`config.mk`:
```
export PLATFORM = sky130hd
export DESIGN_NAME = linear_probe_hash_table
export DESIGN_NICKNAME = d
export VERILOG_FILES = /design/src/lpht_pkg.sv /design/src/lpht_ctrl.sv /design/src/lpht_dp.sv /design/src/linear_probe_hash_table.sv
export VERILOG_INCLUDE_DIRS = /design/src /design/src/src
export SDC_FILE = /design/constraint.sdc
export NUM_CORES = 2
export LEC_CHECK = 0
export CAP_MARGIN = 10
export CORE_MARGIN = 3
export CORE_UTILIZATION = 40
export CTS_BUF_LIST = sky130_fd_sc_hd__clkbuf_4
export CTS_CLUSTER_SIZE = 24
export DETAILED_ROUTE_END_ITERATION = 7
export DONT_BUFFER_PORTS = 1
export PLACE_DENSITY = 0.53
export SLEW_MARGIN = 0
export SYNTH_ARGS = -nofsm -noshare
export SYNTH_HDL_FRONTEND = slang
export SYNTH_MEMORY_MAX_BITS = 65536
export SYNTH_SLANG_ARGS = --single-unit
```
`constraint.sdc`:
```
create_clock -name i_clk -period 15.6 [get_ports i_clk]
set_clock_uncertainty 0.2 [all_clocks]
set_input_delay 3.12 -clock i_clk [delete_from_list [all_inputs] [get_ports i_clk]]
set_output_delay 3.12 -clock i_clk [all_outputs]
set_load 0.02 [all_outputs]
```
`src/linear_probe_hash_table_macros.svh`:
```
// ----------------------------------------------------------------------------
// Assertion macros for the linear-probe hash table
// Shared checks, each clocked on the rising edge and disabled while in reset.
// ----------------------------------------------------------------------------
`ifndef LINEAR_PROBE_HASH_TABLE_MACROS_SVH
`define LINEAR_PROBE_HASH_TABLE_MACROS_SVH

// Consequent must hold in the same cycle as the antecedent
`define LPHT_ASSERT_NOW(lbl, clk, rst_n, ante, cons, msg) \
    lbl: assert property (@(posedge clk) disable iff (!rst_n) (ante) |-> (cons)) \
        else $error(msg);

// Consequent must hold in the cycle after the antecedent
`define LPHT_ASSERT_NEXT(lbl, clk, rst_n, ante, cons, msg) \
    lbl: assert property (@(posedge clk) disable iff (!rst_n) (ante) |=> (cons)) \
        else $error(msg);

`endif

```
`src/lpht_pkg.sv`:
```
`timescale 1ns / 1ps
// ----------------------------------------------------------------------------
// lpht_pkg
// Types, sizes and codes shared by the hash table controller and datapath.
// ----------------------------------------------------------------------------
package lpht_pkg;

    localparam int SLOTS         = 64;
    localparam int KEY_BITS      = 32;
    localparam int HASH_BITS     = 32;
    localparam int IDX_W         = $clog2(SLOTS);
    localparam int CNT_W         = IDX_W + 1;
    localparam int LIMIT_W       = 7;
    localparam int LIMIT_RESET   = 32;
    localparam int STATUS_W      = 3;

    typedef enum logic [1:0] {
        CMD_FIND   = 2'd0,
        CMD_INSERT = 2'd1,
        CMD_REMOVE = 2'd2,
        CMD_STEP   = 2'd3
    } t_cmd;

    typedef enum logic [STATUS_W-1:0] {
        ST_FOUND     = 3'd0,
        ST_INSERTED  = 3'd1,
        ST_NOT_FOUND = 3'd2,
        ST_FULL      = 3'd3,
        ST_END       = 3'd4
    } t_status;

    typedef enum logic [1:0] {
        TAG_EMPTY = 2'd0,
        TAG_LIVE  = 2'd1,
        TAG_DEAD  = 2'd2
    } t_tag;

    typedef struct packed {
        t_tag                 tag;
        logic [HASH_BITS-1:0] hash;
        logic [KEY_BITS-1:0]  key;
    } t_row;

    typedef enum logic [1:0] {
        S_IDLE,
        S_READ,
        S_CHECK,
        S_FINISH
    } t_state;

    // controller -> datapath
    typedef struct packed {
        logic load;   // capture request, seed probe index
        logic rd;     // read slot at probe index
        logic chk;    // evaluate slot just read
        logic adv;    // move to next slot
        logic fin;    // commit table update and result
    } t_ctl_cmd;

    // datapath -> controller
    typedef struct packed {
        logic is_step;
        logic scan_end;
        logic stop;
        logic last;
        logic out_free;
    } t_dp_stat;

    localparam int REG_LOAD_LIMIT = 0;

endpackage

```
`src/lpht_ctrl.sv`:
```
`timescale 1ns / 1ps
// ----------------------------------------------------------------------------
// lpht_ctrl
// Sequencer for one command: read a slot, check it, advance, then commit.
// ----------------------------------------------------------------------------
module lpht_ctrl (
    input  logic              i_clk,
    input  logic              i_rst_n,
    input  logic              i_s_tvalid,
    output logic              o_s_tready,
    input  lpht_pkg::t_dp_stat i_stat,
    output lpht_pkg::t_ctl_cmd o_cmd
);
    import lpht_pkg::*;

    t_state r_state;
    t_state n_state;

    always_ff @(posedge i_clk) begin
        if (!i_rst_n) begin
            r_state <= S_IDLE;
        end else begin
            r_state <= n_state;
        end
    end

    always_comb begin
        n_state    = r_state;
        o_cmd      = '0;
        o_s_tready = 1'b0;
        unique case (r_state)
            S_IDLE: begin
                o_s_tready = 1'b1;
                if (i_s_tvalid) begin
                    o_cmd.load = 1'b1;
                    n_state    = S_READ;
                end
            end
            S_READ: begin
                // step that starts past the last slot has nothing to scan
                if (i_stat.is_step && i_stat.scan_end) begin
                    n_state = S_FINISH;
                end else begin
                    o_cmd.rd = 1'b1;
                    n_state  = S_CHECK;
                end
            end
            S_CHECK: begin
                o_cmd.chk = 1'b1;
                if (i_stat.stop || i_stat.last) begin
                    n_state = S_FINISH;
                end else begin
                    o_cmd.adv = 1'b1;
                    n_state   = S_READ;
                end
            end
            S_FINISH: begin
                if (i_stat.out_free) begin
                    o_cmd.fin = 1'b1;
                    n_state   = S_IDLE;
                end
            end
            default: n_state = S_IDLE;
        endcase
    end

endmodule

```
`src/lpht_dp.sv`:
```
`timescale 1ns / 1ps
// ----------------------------------------------------------------------------
// lpht_dp
// Slot store, probe index and counters, free-slot tracking and result register.
// ----------------------------------------------------------------------------
`include "linear_probe_hash_table_macros.svh"

module lpht_dp (
    input  logic                          i_clk,
    input  logic                          i_rst_n,
    input  lpht_pkg::t_ctl_cmd            i_cmd,
    output lpht_pkg::t_dp_stat            o_stat,
    input  logic [1:0]                    i_op,
    input  logic [lpht_pkg::KEY_BITS-1:0] i_key,
    input  logic [lpht_pkg::HASH_BITS-1:0] i_key_hash,
    input  logic [lpht_pkg::IDX_W-1:0]    i_start_slot,
    input  logic                          i_from_start,
    input  logic [lpht_pkg::LIMIT_W-1:0]  i_load_limit,
    input  logic                          i_m_tready,
    output logic                          o_m_tvalid,
    output logic [lpht_pkg::STATUS_W-1:0] o_status,
    output logic [lpht_pkg::IDX_W-1:0]    o_slot,
    output logic [lpht_pkg::KEY_BITS-1:0] o_key_out,
    output logic [lpht_pkg::CNT_W-1:0]    o_live_count
);
    import lpht_pkg::*;

    // request
    t_cmd                 r_op;
    logic [KEY_BITS-1:0]  r_key;
    logic [HASH_BITS-1:0] r_hash;

    // probe state
    logic [IDX_W-1:0]     r_idx;
    logic [CNT_W-1:0]     r_cnt;
    logic [IDX_W-1:0]     r_free;
    logic                 r_free_vld;
    logic                 r_hit;

    // slot store
    t_row                 mem [SLOTS];
    t_row                 r_rd;
    logic                 r_rd_vld;
    logic [SLOTS-1:0]     r_vld;
    logic [CNT_W-1:0]     r_entry_count;

    // result register
    logic                 r_o_valid;
    t_status              r_o_status;
    logic [IDX_W-1:0]     r_o_slot;
    logic [KEY_BITS-1:0]  r_o_key;
    logic [CNT_W-1:0]     r_o_count;

    t_tag                 rd_tag;
    logic                 is_step;
    logic                 slot_live;
    logic                 slot_empty;
    logic                 slot_hit;
    logic [CNT_W-1:0]     seed;
    logic                 limit_ok;

    logic                 wr_en;
    logic [IDX_W-1:0]     wr_addr;
    t_row                 wr_row;
    logic                 n_set_vld;
    logic [CNT_W-1:0]     n_entry_count;
    t_status              n_status;
    logic [IDX_W-1:0]     n_slot;
    logic [KEY_BITS-1:0]  n_key_out;

    assign is_step    = (r_op == CMD_STEP);
    assign rd_tag     = r_rd_vld ? r_rd.tag : TAG_EMPTY;
    assign slot_live  = (rd_tag == TAG_LIVE);
    assign slot_empty = (rd_tag == TAG_EMPTY);
    assign slot_hit   = is_step ? slot_live
                                : (slot_live && r_rd.hash == r_hash && r_rd.key == r_key);
    assign seed       = i_from_start ? '0 : ({1'b0, i_start_slot} + CNT_W'(1));
    assign limit_ok   = ({1'b0, r_entry_count} + {{CNT_W{1'b0}}, 1'b1})
                        <= {{(CNT_W + 1 - LIMIT_W){1'b0}}, i_load_limit};

    assign o_stat.is_step  = is_step;
    assign o_stat.scan_end = (r_cnt == CNT_W'(SLOTS));
    assign o_stat.stop     = slot_hit || (!is_step && slot_empty);
    assign o_stat.last     = (r_cnt == CNT_W'(SLOTS - 1));
    assign o_stat.out_free = !r_o_valid || i_m_tready;

    // outcome of the command, used only on the commit cycle
    always_comb begin
        wr_en         = 1'b0;
        wr_addr       = r_idx;
        wr_row        = r_rd;
        n_set_vld     = 1'b0;
        n_entry_count = r_entry_count;
        n_status      = ST_NOT_FOUND;
        n_slot        = '0;
        n_key_out     = '0;
        if (is_step) begin
            if (r_hit) begin
                n_status  = ST_FOUND;
                n_slot    = r_idx;
                n_key_out = r_rd.key;
            end else begin
                n_status  = ST_END;
            end
        end else if (r_hit) begin
            n_status  = ST_FOUND;
            n_slot    = r_idx;
            n_key_out = r_rd.key;
            if (r_op == CMD_REMOVE) begin
                // leave a tombstone, keep hash and key as they were
                wr_en      = 1'b1;
                wr_row.tag = TAG_DEAD;
                if (r_entry_count != '0) begin
                    n_entry_count = r_entry_count - CNT_W'(1);
                end
            end
        end else if (r_op == CMD_INSERT) begin
            if (!r_free_vld || !limit_ok) begin
                n_status = ST_FULL;
            end else begin
                wr_en         = 1'b1;
                wr_addr       = r_free;
                wr_row.tag    = TAG_LIVE;
                wr_row.hash   = r_hash;
                wr_row.key    = r_key;
                n_set_vld     = 1'b1;
                n_entry_count = r_entry_count + CNT_W'(1);
                n_status      = ST_INSERTED;
                n_slot        = r_free;
                n_key_out     = r_key;
            end
        end
    end

    // request capture and probe walk
    always_ff @(posedge i_clk) begin
        if (i_cmd.load) begin
            r_op       <= t_cmd'(i_op);
            r_key      <= i_key;
            r_hash     <= i_key_hash;
            r_free_vld <= 1'b0;
            r_hit      <= 1'b0;
            if (t_cmd'(i_op) == CMD_STEP) begin
                r_idx <= seed[IDX_W-1:0];
                r_cnt <= seed;
            end else begin
                r_idx <= i_key_hash[IDX_W-1:0];
                r_cnt <= '0;
            end
        end else begin
            if (i_cmd.chk) begin
                r_hit <= slot_hit;
                // remember the first slot an insert could take
                if (!r_free_vld && !slot_live) begin
                    r_free     <= r_idx;
                    r_free_vld <= 1'b1;
                end
            end
            if (i_cmd.adv) begin
                r_idx <= r_idx + IDX_W'(1);
                r_cnt <= r_cnt + CNT_W'(1);
            end
        end
    end

    // slot store: one write and one registered read port
    always_ff @(posedge i_clk) begin
        if (i_cmd.fin && wr_en) begin
            mem[wr_addr] <= wr_row;
        end
        if (i_cmd.rd) begin
            r_rd     <= mem[r_idx];
            r_rd_vld <= r_vld[r_idx];
        end
    end

    // written-slot flags and live count
    always_ff @(posedge i_clk) begin
        if (!i_rst_n) begin
            r_vld         <= '0;
            r_entry_count <= '0;
        end else if (i_cmd.fin) begin
            r_entry_count <= n_entry_count;
            if (n_set_vld) begin
                r_vld[wr_addr] <= 1'b1;
            end
        end
    end

    // result register
    always_ff @(posedge i_clk) begin
        if (!i_rst_n) begin
            r_o_valid <= 1'b0;
        end else if (i_cmd.fin) begin
            r_o_valid <= 1'b1;
        end else if (i_m_tready) begin
            r_o_valid <= 1'b0;
        end
    end

    always_ff @(posedge i_clk) begin
        if (i_cmd.fin) begin
            r_o_status <= n_status;
            r_o_slot   <= n_slot;
            r_o_key    <= n_key_out;
            r_o_count  <= n_entry_count;
        end
    end

    assign o_m_tvalid   = r_o_valid;
    assign o_status     = r_o_status;
    assign o_slot       = r_o_slot;
    assign o_key_out    = r_o_key;
    assign o_live_count = r_o_count;

    `LPHT_ASSERT_NOW(a_count_bound, i_clk, i_rst_n, 1'b1, r_entry_count <= CNT_W'(SLOTS), "live count above slot count")
    `LPHT_ASSERT_NOW(a_fin_out_free, i_clk, i_rst_n, i_cmd.fin, !r_o_valid || i_m_tready, "commit while result register busy")
    `LPHT_ASSERT_NEXT(a_fin_valid, i_clk, i_rst_n, i_cmd.fin, r_o_valid, "commit did not raise result valid")
    `LPHT_ASSERT_NOW(a_adv_not_stop, i_clk, i_rst_n, i_cmd.adv, !o_stat.stop && !o_stat.last, "probe advanced past a stop")

endmodule

```
`src/linear_probe_hash_table.sv`:
```
`timescale 1ns / 1ps
// ----------------------------------------------------------------------------
// linear_probe_hash_table
// Open-addressing key table with linear probing, tombstones and a step scan.
// ----------------------------------------------------------------------------
//  channel  | dir | handshake                 | payload
//  s        | in  | i_s_tvalid / o_s_tready   | tuser: cmd; tdata: key, key_hash,
//           |     |                           |        start_slot, from_start
//  m        | out | o_m_tvalid / i_m_tready   | tuser: status; tdata: slot, key_out,
//           |     |                           |        live_count
//  apb      | in  | psel / penable / pready   | load_limit at address 0
//
//  The loop is one registered read of the slot store followed by one check of
//  that slot.
//  Reset: synchronous; the store needs no clearing pass, unwritten slots read
//  as empty through a flag per slot. load_limit resets to 32.
//  Stalls: one result waits in the output register while the next beat is
//  accepted; the commit of that next command waits until the result is taken.
// ----------------------------------------------------------------------------
module linear_probe_hash_table (
    input  logic        i_clk,
    input  logic        i_rst_n,
    // slave side
    input  logic        i_s_tvalid,
    output logic        o_s_tready,
    input  logic [71:0] i_s_tdata,   // [31:0] key, [63:32] key_hash,
                                     // [69:64] start_slot, [70] from_start
    input  logic [1:0]  i_s_tuser,   // [1:0] cmd
    // master side
    output logic        o_m_tvalid,
    input  logic        i_m_tready,
    output logic [47:0] o_m_tdata,   // [5:0] slot, [37:6] key_out, [44:38] live_count
    output logic [2:0]  o_m_tuser,   // [2:0] status
    // configuration
    input  logic        psel,
    input  logic        penable,
    input  logic        pwrite,
    input  logic [2:0]  paddr,
    input  logic [31:0] pwdata,
    output logic [31:0] prdata,
    output logic        pready
);
    import lpht_pkg::*;

    logic [LIMIT_W-1:0]  r_load_limit;
    t_ctl_cmd            ctl_cmd;
    t_dp_stat            dp_stat;
    logic [IDX_W-1:0]    m_slot;
    logic [KEY_BITS-1:0] m_key;
    logic [CNT_W-1:0]    m_count;
    logic                reg_sel;

    assign reg_sel = (paddr[2] == 1'b0);
    assign pready  = 1'b1;
    assign prdata  = reg_sel ? {{(32 - LIMIT_W){1'b0}}, r_load_limit} : '0;

    always_ff @(posedge i_clk) begin
        if (!i_rst_n) begin
            r_load_limit <= LIMIT_W'(LIMIT_RESET);
        end else if (psel && penable && pwrite && pready && reg_sel) begin
            r_load_limit <= pwdata[LIMIT_W-1:0];
        end
    end

    lpht_ctrl u_ctrl (
        .i_clk      (i_clk),
        .i_rst_n    (i_rst_n),
        .i_s_tvalid (i_s_tvalid),
        .o_s_tready (o_s_tready),
        .i_stat     (dp_stat),
        .o_cmd      (ctl_cmd)
    );

    lpht_dp u_dp (
        .i_clk        (i_clk),
        .i_rst_n      (i_rst_n),
        .i_cmd        (ctl_cmd),
        .o_stat       (dp_stat),
        .i_op         (i_s_tuser),
        .i_key        (i_s_tdata[31:0]),
        .i_key_hash   (i_s_tdata[63:32]),
        .i_start_slot (i_s_tdata[69:64]),
        .i_from_start (i_s_tdata[70]),
        .i_load_limit (r_load_limit),
        .i_m_tready   (i_m_tready),
        .o_m_tvalid   (o_m_tvalid),
        .o_status     (o_m_tuser),
        .o_slot       (m_slot),
        .o_key_out    (m_key),
        .o_live_count (m_count)
    );

    assign o_m_tdata = {3'b000, m_count, m_key, m_slot};

endmodule

```
==> flow_summary.toml <==
[clocking]
cts_resized = 0
cts-buffers-inserted = 1259
insertion_delay_ns = 1.64
clockBufferDepth = 5
clock_sinks = 4507
post_cts_buffers = 0
cts_tree = "built"
ctsHoldBuffers = 0
htreeDepth = 7
cts_root_buf = "clkbuf_4"
path_clk_slew_ns = 0.06

[run]
drv_cap = 0

[synth]
synth_edf_count = 4424
synth-seq-area-share_pct = 77.8
netlist_area_um2 = 173000
synthCells = 7357
synth_warnings = 0
synth_seq_cells = 4507
ys_async_sr_fraction_pct = 0
synth_flop_cell = "edfxtp_1"
synth_area_per_cell_um2 = 23.5
synth_cell_type_count = 61

[timing]
rsz0062_at_grt = "no"
finalHoldViolations = 0
fmax_ghz = 0.140
worst_slew_pin_slew_ns = 1.25
setup_viol = 0
min_period_over_period_pct = 45.8
slew_viol_final = 0
setup_ws_ns = 8.45
setup_tns_ns = 0
slew-limit-headroom_pct = 16.7
min_period_ns = 7.15

[layout]
multiInputGateArea_um2 = 37000
layout_common_cells = "edfxtp_1 (4424), clkbuf_4 (1803), mux4_2 (1321)"
num-fill-cells = 36381
post-route-cell-area_um2 = 196000
layout_commonest_cell = "edfxtp_1"
syn2layout_area_growth_pct = 13.5
seq_area_um2 = 135000
drive_gt1_share_pct = 38.8
num-nets-final = 8639

[place]
hpwl_mm = 261
place_area_um2 = 181000
dpl_worst_slack_ns = 8.02
gp_congestion = 0.793
io_buffers = 0

[global_route]
overflow = 0
grt_first_pass_wirelength_mm = 692
antenna_found_initial = 21
grt.total_usage_pct = 22.7
grt_max_degree = 135
grt_pass1_vias = 89720

[routing]
wl_mm = 498
post-route-drc-count = 0
detail-route-antenna-nets = 0
vias = 86948
avgRoutedWirePerCell_um = 33.3
vias_per_cell = 5.81
drtIter0Drc = 10887
dr.pass1.iters = 6

[floorplanning]
start_util_pct = 40.3
dieArea_um2 = 440000
pin_count = 202
std_cell_rows = 240
die_height_um = 663
core_area_um2 = 429000
die_x_um = 663

[setup_path]
cp_data_required_time_ns = 16.62
worstPathArrival_ns = 8.17
startpoint_type = "flip-flop"
crit_path_max_fanout = 40
end_kind = "flip-flop"
crit_type = "reg -> reg"

[power_and_ir_drop]
power_density_nw_per_um2 = 144
leakage_nw = 62.3
peakVddDrop_v = 0.0000813

[hold_path]
hp-class = "reg -> reg"

[status]
status = "finished, final reports clean"
==> flip-flops by register name, indices dropped and copies added (netlist names), 3 cells and up <==
name,count
u_dp.r_vld,64
u_dp.o_slot,6
u_dp.r_entry_count,7
r_load_limit,7
u_dp.r_rd,66
u_dp.r_cnt,7
u_dp.mem,4224
u_dp.r_hash,32
u_dp.o_live_count,7
u_dp.r_idx,6
u_dp.r_key,32
u_dp.r_free,6
u_dp.o_key_out,32
u_dp.o_status,3
==> synthesized netlist by cell type, types with 16 or more instances <==
| library cell | count | area (um2) |
|---|---|---|
| nand3_1 | 24 | 120 |
| nor4_1 | 29 | 181 |
| o41ai_1 | 48 | 420 |
| clkbuf_1 | 210 | 788 |
| nor2b_1 | 31 | 194 |
| a21oi_1 | 33 | 165 |
| a211oi_1 | 23 | 173 |
| nor2_1 | 99 | 372 |
| edfxtp_1 | 4424 | 133000 |
| mux4_2 | 1321 | 29800 |
| dfxtp_1 | 83 | 1660 |
| buf_2 | 116 | 581 |
| nor3_1 | 16 | 80.1 |
| xor2_1 | 76 | 666 |
| buf_4 | 60 | 450 |
| a22oi_1 | 134 | 1010 |
| a22o_1 | 55 | 482 |
| mux2i_1 | 27 | 270 |
| o21ai_0 | 18 | 90.1 |
| buf_1 | 49 | 184 |
| inv_1 | 20 | 75.1 |
| nand2_1 | 340 | 1280 |
==> final cells by class <==
cell class / count / share of cell area (%)
sequential: 4507 / 68.6
multi-input combinational: 2419 / 18.8
clock buffer: 1803 / 6.90
tap: 5687 / 3.63
timing repair buffer: 302 / 1.27
clock inverter: 221 / 0.722
inverter: 20 / 0.0421
antenna: 19 / 0.0242
==> power by group <==
part / leakage, nW / total [mW] / switching (mW) / internal, mW
clock: 8.99 / 10.3 / 4.69 / 5.57
combinational: 12.8 / 3.79 / 2.37 / 1.42
sequential: 40.6 / 14.2 / 0.0981 / 14.1
total: 62.3 / 28.2 / 7.15 / 21.1
==> worst paths after layout <==
check / start / end / slack, ns / cells after the start
worst max-delay path: u_dp.r_entry_count[0] / u_dp.mem[25][43] / 8.45 / 14
worst min-delay path: u_dp.r_vld[38] / u_dp.r_vld[38] / 0.25 / 2
worst max register to register: u_dp.r_entry_count[0] / u_dp.mem[25][43] / 8.45 / 14
worst min register to register: u_dp.r_vld[38] / u_dp.r_vld[38] / 0.25 / 2
==> metal layers <==
layer | global-route usage (%) | wire length, um | vias up
li1 | - | - | 34578
met1 | 31.5 | 206000 | 47322
met2 | 35.0 | 238000 | 4275
met3 | 5.61 | 42400 | 761
met4 | 7.77 | 11700 | 12
met5 | 0 | 82 | -
==> per-stage QoR <==
step	total power [mW]	utilization, %	hold slack, ns	cells
final	28.2	45.7	0.251	14978
after global routing	29.4	45.7	0.268	14972
after floorplan	16.9	-	0.214	7384
after detailed placement	18.3	42.2	0.233	12933
after global placement	18.2	42.2	0.222	12932
after CTS	28.6	45.7	0.246	14957
==> kinds of logic (layout without fill, tap and decap cells) <==
| kind of cell | count (synthesis) | after routing | share of synthesized area, % |
|---|---|---|---|
| AOI/OAI and AO/OA | 355 | 355 | 1.55 |
| xor gates and xnor gates | 85 | 85 | 0.431 |
| adders and majority gates | 14 | 14 | 0.101 |
| buffers and inverters | 458 | 2346 | 1.22 |
| DFF | 4507 | 4507 | 77.8 |
| muxes | 1353 | 1353 | 17.4 |
| other | 2 | 48 | 0.00435 |
| and+or+nand+nor | 583 | 583 | 1.47 |
==> worst max-delay path, cell delays in order, from the launching register on <==
cell and delay [ns]:
dfxtp_1 0.53, ha_1 0.29, nand3_1 0.19, nor3_1 0.23
xor2_1 0.29, ha_1 0.30, nand3_1 0.15, nor2_1 0.12
a211o_1 0.30, nand3_4 0.43, buf_4 0.69, a31oi_2 0.59
nor2_4 0.95, buf_4 0.89, buf_4 0.50
Power figures use the tool's default switching activity.
